$ cat src/hw/rtl/tnsr_pkg.sv
// Package for the two-nation shipping revenue aggregate unit.
// Holds request kinds, register indexes, field widths and controller/datapath structs.
// No dependencies.
package tnsr_pkg;

    // Field widths fixed by the request and result formats
    localparam int KIND_W   = 2;
    localparam int KEY_W    = 14;
    localparam int NATION_W = 5;
    localparam int DAY_W    = 16;
    localparam int PRICE_W  = 32;
    localparam int YEAR_W   = 11;
    localparam int REV_W    = 64;
    localparam int CFG_IDX_W  = 3;
    localparam int CFG_DATA_W = 16;
    localparam int NUM_BINS   = 8;
    localparam int BIN_IDX_W  = 3;

    // Request kinds
    localparam logic [KIND_W-1:0] KIND_LOAD  = 2'd0;
    localparam logic [KIND_W-1:0] KIND_ITEM  = 2'd1;
    localparam logic [KIND_W-1:0] KIND_FLUSH = 2'd2;

    // Configuration register indexes
    localparam logic [CFG_IDX_W-1:0] REG_NATION_A   = 3'd0;
    localparam logic [CFG_IDX_W-1:0] REG_NATION_B   = 3'd1;
    localparam logic [CFG_IDX_W-1:0] REG_SHIP_START = 3'd2;
    localparam logic [CFG_IDX_W-1:0] REG_SHIP_STOP  = 3'd3;
    localparam logic [CFG_IDX_W-1:0] REG_YEAR_SPLIT = 3'd4;

    // Register reset values
    localparam logic [NATION_W-1:0]     NATION_A_RST   = 5'd6;
    localparam logic [NATION_W-1:0]     NATION_B_RST   = 5'd7;
    localparam logic signed [DAY_W-1:0] SHIP_START_RST = 16'sd0;
    localparam logic signed [DAY_W-1:0] SHIP_STOP_RST  = 16'sd730;
    localparam logic signed [DAY_W-1:0] YEAR_SPLIT_RST = 16'sd365;

    // Year labels of the two year bins
    localparam logic [YEAR_W-1:0] YEAR_FIRST  = 11'd1995;
    localparam logic [YEAR_W-1:0] YEAR_SECOND = 11'd1996;

    // Commands from controller to datapath
    typedef struct packed {
        logic clr_step;    // write one cleared store entry
        logic take;        // a request is accepted this cycle
        logic accum;       // add the looked-up line item into its bin
        logic flush_step;  // visit the current bin of a flush
    } tnsr_cmd_t;

    // Status from datapath to controller
    typedef struct packed {
        logic clr_last;    // clearing pass is at its final entry
        logic step_ok;     // current flush bin can be visited now
        logic idx_last;    // current flush bin is the final one
    } tnsr_sts_t;

endpackage

$ cat src/hw/rtl/tnsr_ctrl.sv
// Controller state machine of the revenue aggregate unit.
// Depends on tnsr_pkg for request kinds and the command/status structs.
module tnsr_ctrl (
    input  logic                      clk,
    input  logic                      rst_n,
    input  logic                      in_valid,
    input  logic [tnsr_pkg::KIND_W-1:0] in_kind,
    output logic                      in_ready,
    output tnsr_pkg::tnsr_cmd_t       cmd,
    input  tnsr_pkg::tnsr_sts_t       sts
);
    import tnsr_pkg::*;

    localparam logic [1:0] ST_CLEAR = 2'd0;
    localparam logic [1:0] ST_IDLE  = 2'd1;
    localparam logic [1:0] ST_LOOK  = 2'd2;
    localparam logic [1:0] ST_FLUSH = 2'd3;

    logic [1:0] state_reg;
    logic [1:0] state_next;

    // Decode commands and next state
    always_comb
    begin
        state_next     = state_reg;
        in_ready       = 1'b0;
        cmd.clr_step   = 1'b0;
        cmd.take       = 1'b0;
        cmd.accum      = 1'b0;
        cmd.flush_step = 1'b0;
        case (state_reg)
            ST_CLEAR:
            begin
                cmd.clr_step = 1'b1;
                if (sts.clr_last)
                begin
                    state_next = ST_IDLE;
                end
            end
            ST_IDLE:
            begin
                in_ready = 1'b1;
                cmd.take = in_valid;
                if (in_valid && in_kind == KIND_ITEM)
                begin
                    state_next = ST_LOOK;
                end
                else if (in_valid && in_kind == KIND_FLUSH)
                begin
                    state_next = ST_FLUSH;
                end
            end
            ST_LOOK:
            begin
                cmd.accum  = 1'b1;
                state_next = ST_IDLE;
            end
            ST_FLUSH:
            begin
                cmd.flush_step = sts.step_ok;
                if (sts.step_ok && sts.idx_last)
                begin
                    state_next = ST_IDLE;
                end
            end
            default:
            begin
                state_next = ST_IDLE;
            end
        endcase
    end

    // Hold state
    always_ff @(posedge clk or negedge rst_n)
    begin
        if (!rst_n)
        begin
            state_reg <= ST_CLEAR;
        end
        else
        begin
            state_reg <= state_next;
        end
    end
endmodule

$ cat config.mk
export PLATFORM = sky130hd
export DESIGN_NAME = tnsr_ctrl
export DESIGN_NICKNAME = d
export VERILOG_FILES = /design/src/hw/rtl/tnsr_pkg.sv /design/src/hw/rtl/tnsr_ctrl.sv
export SDC_FILE = /design/constraint.sdc
export NUM_CORES = 1
export LEC_CHECK = 0
export ABC_AREA = 1
export BUFFER_PORTS_ARGS = -buffer_cell sky130_fd_sc_hd__buf_2
export CAP_MARGIN = 25
export CORE_AREA = 2 2 39 41
export DETAILED_ROUTE_END_ITERATION = 8
export DIE_AREA = 0 0 41 43
export GPL_ROUTABILITY_DRIVEN = 0
export PLACE_DENSITY = 0.4
export SLEW_MARGIN = 20
export SYNTH_ARGS = -nofsm -noshare
export SYNTH_HDL_FRONTEND = slang
export SYNTH_SLANG_ARGS = --single-unit
export TNS_END_PERCENT = 30
$ cat constraint.sdc
create_clock -name clk -period 0.8 [get_ports clk]
set_input_delay 0.16 -clock clk [delete_from_list [all_inputs] [get_ports clk]]
set_output_delay 0.16 -clock clk [all_outputs]
set_load 0.02 [all_outputs]
==> flow_metrics.env, run 1 <==
export IMPL_synth_cell_types=11
export IMPL_antenna_cells=0
export IMPL_status="complete, but fails checks"
export IMPL_synthCells=25
export IMPL_dpl_hpwl_um=346
export IMPL_synth_yosys_seq_area_share_pct=32.8
export IMPL_final_common_cell="buf_2"
export IMPL_ir_worst_vdd_uv=676
export IMPL_fin_crit_ns=1.14
export IMPL_path_buf_inv=2
export IMPL_clock_path_buffers=2
export IMPL_fp_dieArea_sq_um=1760
export IMPL_grt_max_degree=5
export IMPL_required_ns=0.64
export IMPL_p_clk_share_pct=23.3
export IMPL_fp_dieW_um=41
export IMPL_switching_share_pct=43.4
export IMPL_failed_checks="negative setup slack"
export IMPL_worst_pin_slew_ns=0.176
export IMPL_cts_tree="yes"
export IMPL_setup_slack_ns=-0.345
export IMPL_antenna_found_initial=0
export IMPL_synth_nets=33
export IMPL_cts_buffers_inserted=3
export IMPL_die_y_um=43
export IMPL_drt_wl_total_um=455
export IMPL_p_int_w=0.000517
export IMPL_drv_cap=0
export IMPL_core_sq_um=1380
export IMPL_clkLatencyLatePin_ns=0.22
export IMPL_avgViaCountPerCell=3.44
export IMPL_largest_register_ffs=2
export IMPL_rsz0062_at_grt="true"
export IMPL_synth_warnings=0
export IMPL_finish_utilization_pct=22.3
export IMPL_path_max_fanout=3
export IMPL_finalPower_w=0.000914
export IMPL_drt_iter0_drc=2
export IMPL_power_frac_seq_pct=21.0
export IMPL_cp_slowest_cell="dfrtp_1"
export IMPL_ys_ff_latch=2
export IMPL_drv_slew=0
export IMPL_setup_viol=7
export IMPL_critPathArrivalTime_ns=0.98
export IMPL_overflow=0
export IMPL_mostFrequentLayoutCells="buf_2 (7), inv_1 (4), nand2_1 (4)"
export IMPL_fin_crit_sh_pct=143
export IMPL_slew_headroom_pct=88.3
export IMPL_avgSynthCellArea_sq_um=6.11
export IMPL_num_rows=14
export IMPL_placed_cells=53
export IMPL_fin_cells=57
export IMPL_crit_path_max_incr_delay_ns=0.42
export IMPL_fmax_mhz=874
export IMPL_netlist_area_leader_share_pct=32.8
export IMPL_vias=196
export IMPL_power_switching_w=0.000397
export IMPL_synth_top_area_cell="dfrtp_1"
export IMPL_whs_ns=0.252
export IMPL_critPathLaunchType="register"
export IMPL_pin_count=13
export IMPL_hold_viol_final=0
export IMPL_hold_path_class="in -> reg"
export IMPL_drive_gt1_share_pct=58.5
export IMPL_io_buffers=12
export IMPL_synth_cell_area_sq_um=153
export IMPL_detailed_place_area_sq_um=250
export IMPL_critical_path_top_delay_family="flip-flops"
export IMPL_clock_tree_root_cell="clkbuf_4"
export IMPL_yosys_top_cells_area="dfrtp_1 (33%), nand2_1 (12%), inv_1 (9.8%), nand2_2 (8.2%), nor2_1 (7.4%)"
export IMPL_cts_num_sinks=2
export IMPL_cts_htree_levels=1
export IMPL_grt_usage_pct=6.72
export IMPL_fin_skew_ns=0.000955
export IMPL_wl_per_cell_um=7.98
export IMPL_area_growth_pct=102
export IMPL_cts_clk_slew_worst_paths_ns=0.03
export IMPL_nNetsFinal=51
export IMPL_worstPathCellList="inv_2 > nand2_4 > nor2_4 > buf_6"
export IMPL_p_comb_share_pct=55.7
export IMPL_stdcell_area_sq_um=309
export IMPL_remaining_drc_errors=0
export IMPL_ant_nets=0
export IMPL_start_util_pct=11.0
export IMPL_grt_pass1_wl_um=724
export IMPL_p_per_area_nw_per_um2=2960
export IMPL_dr_pass1_iters=3
export IMPL_end_kind="output port"
export IMPL_critical_path_class="reg -> out"
export IMPL_grt_pass1_vias=190
export IMPL_p_leak_nw=0.166
[area by class of cell]
| type | count | area (sq um) |
|---|---|---|
| repair buffers | 13 | 90.1 |
| multi-input cells | 15 | 95.1 |
| inverters | 8 | 30.0 |
| clock buffers | 3 | 22.5 |
| fillers | 152 | 1070 |
| flip-flops and latches | 2 | 51.3 |
| well taps | 16 | 20.0 |
[cells by family after synthesis]
group,Yosys count,share of synthesized area (%)
buf+inv,8,19.7
compound gates,1,4.92
flops,2,32.8
simple gates,14,42.6
[worst register-to-register path, delay by kind of cell, from the launching register on]
family / cells / cell delay (ns)
and+or+nand+nor: 4 / 0.37
DFF: 1 / 0.44
buffers and inverters: 1 / 0.08
[Yosys cell counts, drive strengths merged]
library cell and count:
o21a 1, nor2 4, nand4 1, dfrtp 2, clkinv 2, inv 6, nand2 7, nand3 2
[routing by layer]
metal / GRT usage (%) / share of wire [%]
met4: 4.00 / 0
met2: 8.75 / 47
met1: 7.05 / 41
met5: 0 / 0
met3: 5.76 / 12
[power by group through the flow]
stage / clock network (W) / logic, W / registers (W)
5_1_grt: 0.000241 / 0.000564 / 0.000198
3_3_place_gp: 0 / 0.000403 / 0.000189
3_5_place_dp: 0 / 0.000408 / 0.000191
2_1_floorplan: 0 / 0.000294 / 0.000180
4_1_cts: 0.000220 / 0.000509 / 0.000196
6_report: 0.000213 / 0.000509 / 0.000192
[per-stage QoR]
step	setup TNS [ns]	setup WS [ns]
after global placement	-0.822	-0.160
after CTS	-1.91	-0.367
after global routing	-2.24	-0.408
after floorplan	-0.406	-0.0916
after detailed placement	-0.877	-0.176
final	-1.80	-0.345
[worst paths after layout]
check	from	endpoint	slack, ns	depth (start not counted)
worst min register to register	state_reg[0]$_DFFE_PN0P_	state_reg[0]$_DFFE_PN0P_	0.69	3
worst max register to register	state_reg[0]$_DFFE_PN0P_	state_reg[1]$_DFFE_PN0P_	-0.15	5
worst min-delay path	sts[0]	state_reg[1]$_DFFE_PN0P_	0.25	4
max in group asynchronous	rst_n	state_reg[0]$_DFFE_PN0P_	0.44	2
min in group asynchronous	rst_n	state_reg[0]$_DFFE_PN0P_	0.26	2
worst max-delay path	state_reg[1]$_DFFE_PN0P_	cmd[2]	-0.34	4
[repair_timing]
| item | in CTS | in global routing |
|---|---|---|
| setup endpoints to repair | 7 | 7 |
| resized for setup | 9 | 0 |
| endpoints found under the hold margin | 2 | 0 |
| hold buffers | 1 | 0 |
| setup buffers | 0 | 0 |
Note: power is estimated with default switching activity, not from simulation.
==> inputs of run 2 (changes only) <==
--- a/config.mk
+++ b/config.mk
@@ -15,2 +15,3 @@
 export PLACE_DENSITY = 0.4
+export RECOVER_POWER = 100
 export SLEW_MARGIN = 20
==> constraint.sdc (replaced) <==
create_clock -name clk -period 0.8 [get_ports clk]
set_input_delay 0.08 -clock clk [delete_from_list [all_inputs] [get_ports clk]]
set_output_delay 0.08 -clock clk [all_outputs]
set_load 0.02 [all_outputs]
==> flow_metrics.env, run 2 (same netlist as run 1, synthesis figures left out) <==
export IMPL_fin_cells=58
export IMPL_fp_dieW_um=41
export IMPL_drt_wl_total_um=411
export IMPL_status="complete, but fails checks"
export IMPL_drive_gt1_share_pct=54.8
export IMPL_start_util_pct=11.0
export IMPL_hold_viol_final=0
export IMPL_finish_utilization_pct=22.9
export IMPL_clock_tree_root_cell="clkbuf_4"
export IMPL_rsz0062_at_grt="true"
export IMPL_fin_skew_ns=0.0000827
export IMPL_grt_usage_pct=6.73
export IMPL_failed_checks="negative setup slack"
export IMPL_grt_pass1_vias=210
export IMPL_dr_pass1_iters=2
export IMPL_nNetsFinal=52
export IMPL_fmax_mhz=936
export IMPL_cts_buffers_inserted=3
export IMPL_whs_path_depth=4
export IMPL_end_kind="output port"
export IMPL_cts_htree_levels=1
export IMPL_cts_clk_slew_worst_paths_ns=0.03
export IMPL_wl_per_cell_um=7.09
export IMPL_finalPower_w=0.000955
export IMPL_fin_crit_ns=1.07
export IMPL_io_buffers=12
export IMPL_drv_cap=0
export IMPL_hold_path_class="in -> reg"
export IMPL_area_growth_pct=107
export IMPL_final_common_cell="buf_2"
export IMPL_critPathLaunchType="register"
export IMPL_setup_slack_ns=-0.269
export IMPL_clock_path_buffers=2
export IMPL_fin_crit_sh_pct=134
export IMPL_r2r_cells=6
export IMPL_core_sq_um=1380
export IMPL_fp_dieArea_sq_um=1760
export IMPL_die_y_um=43
export IMPL_cts_tree="yes"
export IMPL_antenna_cells=0
export IMPL_pin_count=13
export IMPL_p_leak_nw=0.169
export IMPL_critical_path_class="reg -> out"
export IMPL_largest_register_ffs=2
export IMPL_remaining_drc_errors=0
export IMPL_worst_pin_slew_ns=0.163
export IMPL_p_per_area_nw_per_um2=3020
export IMPL_mostFrequentLayoutCells="buf_2 (6), inv_1 (4), nand2_1 (4)"
export IMPL_grt_pass1_wl_um=710
export IMPL_avgViaCountPerCell=3.50
export IMPL_required_ns=0.72
export IMPL_drt_iter0_drc=1
export IMPL_final_setup_tns_ns=-1.41
export IMPL_vias=203
export IMPL_ant_nets=0
export IMPL_slew_headroom_pct=89.2
export IMPL_dpl_hpwl_um=330
export IMPL_overflow=0
export IMPL_path_max_fanout=3
export IMPL_antenna_found_initial=0
export IMPL_critPathArrivalTime_ns=0.99
export IMPL_ir_worst_vdd_uv=507
export IMPL_placed_cells=53
export IMPL_clkLatencyLatePin_ns=0.22
export IMPL_num_rows=14
export IMPL_drv_slew=0
export IMPL_grt_max_degree=5
export IMPL_setup_viol=7
export IMPL_cts_num_sinks=2
## run 2: repair_timing
item,4_1_cts,5_1_grt
pin swaps,1,0
gates resized for setup,9,3
buffers inserted,1,0
hold buffers,1,0
endpoints found under the hold margin,2,0
endpoints found under the setup margin,7,7
## run 2: area by class of cell
type	instances	area (sq um)
Clock buffer	3	22.5
Sequential cell	2	51.3
Tap cell	16	20.0
Fill cell	157	1070
Inverter	8	30.0
Multi-Input combinational cell	15	92.6
Timing Repair Buffer	14	100
## run 2: path summary, 6_finish.rpt
kind | startpoint | endpoint | slack [ns]
setup / recovery | state_reg[1]$_DFFE_PN0P_ | cmd[2] | -0.27
max in group asynchronous | rst_n | state_reg[0]$_DFFE_PN0P_ | 0.49
min in group asynchronous | rst_n | state_reg[1]$_DFFE_PN0P_ | 0.17
hold reg to reg | state_reg[1]$_DFFE_PN0P_ | state_reg[1]$_DFFE_PN0P_ | 0.69
hold / removal | sts[0] | state_reg[1]$_DFFE_PN0P_ | 0.14
setup reg to reg | state_reg[1]$_DFFE_PN0P_ | state_reg[1]$_DFFE_PN0P_ | -0.17
## run 2: per-stage QoR
step	hold WS (ns)	cell area [sq um]	setup WS (ns)
3_5_place_dp	-0.132	240	-0.125
5_1_grt	0.160	317	-0.324
4_1_cts	0.143	307	-0.307
2_1_floorplan	-0.216	160	-0.0916
6_report	0.145	317	-0.269
3_3_place_gp	-0.133	240	-0.121
## run 2: where the power goes
part           internal (W)  switching (W)  leakage [nW]
logic              0.000249       0.000292         0.133
registers          0.000137      0.0000517        0.0218
clock network      0.000166      0.0000588        0.0138
total              0.000552       0.000403         0.169
## run 2: routing by layer
layer  up-vias  track usage (%)  wire [um]
li1        107                -          -
met1        88             6.11        166
met2         8             8.44        204
met3         0             6.28         40
met4         0             6.00          0
met5         -                0          0
## run 2: critical path, cell delays in order (launching register included)
cell	delay, ns
dfrtp_1	0.41
inv_2	0.09
nand2_4	0.06
nor2_4	0.08
buf_6	0.11
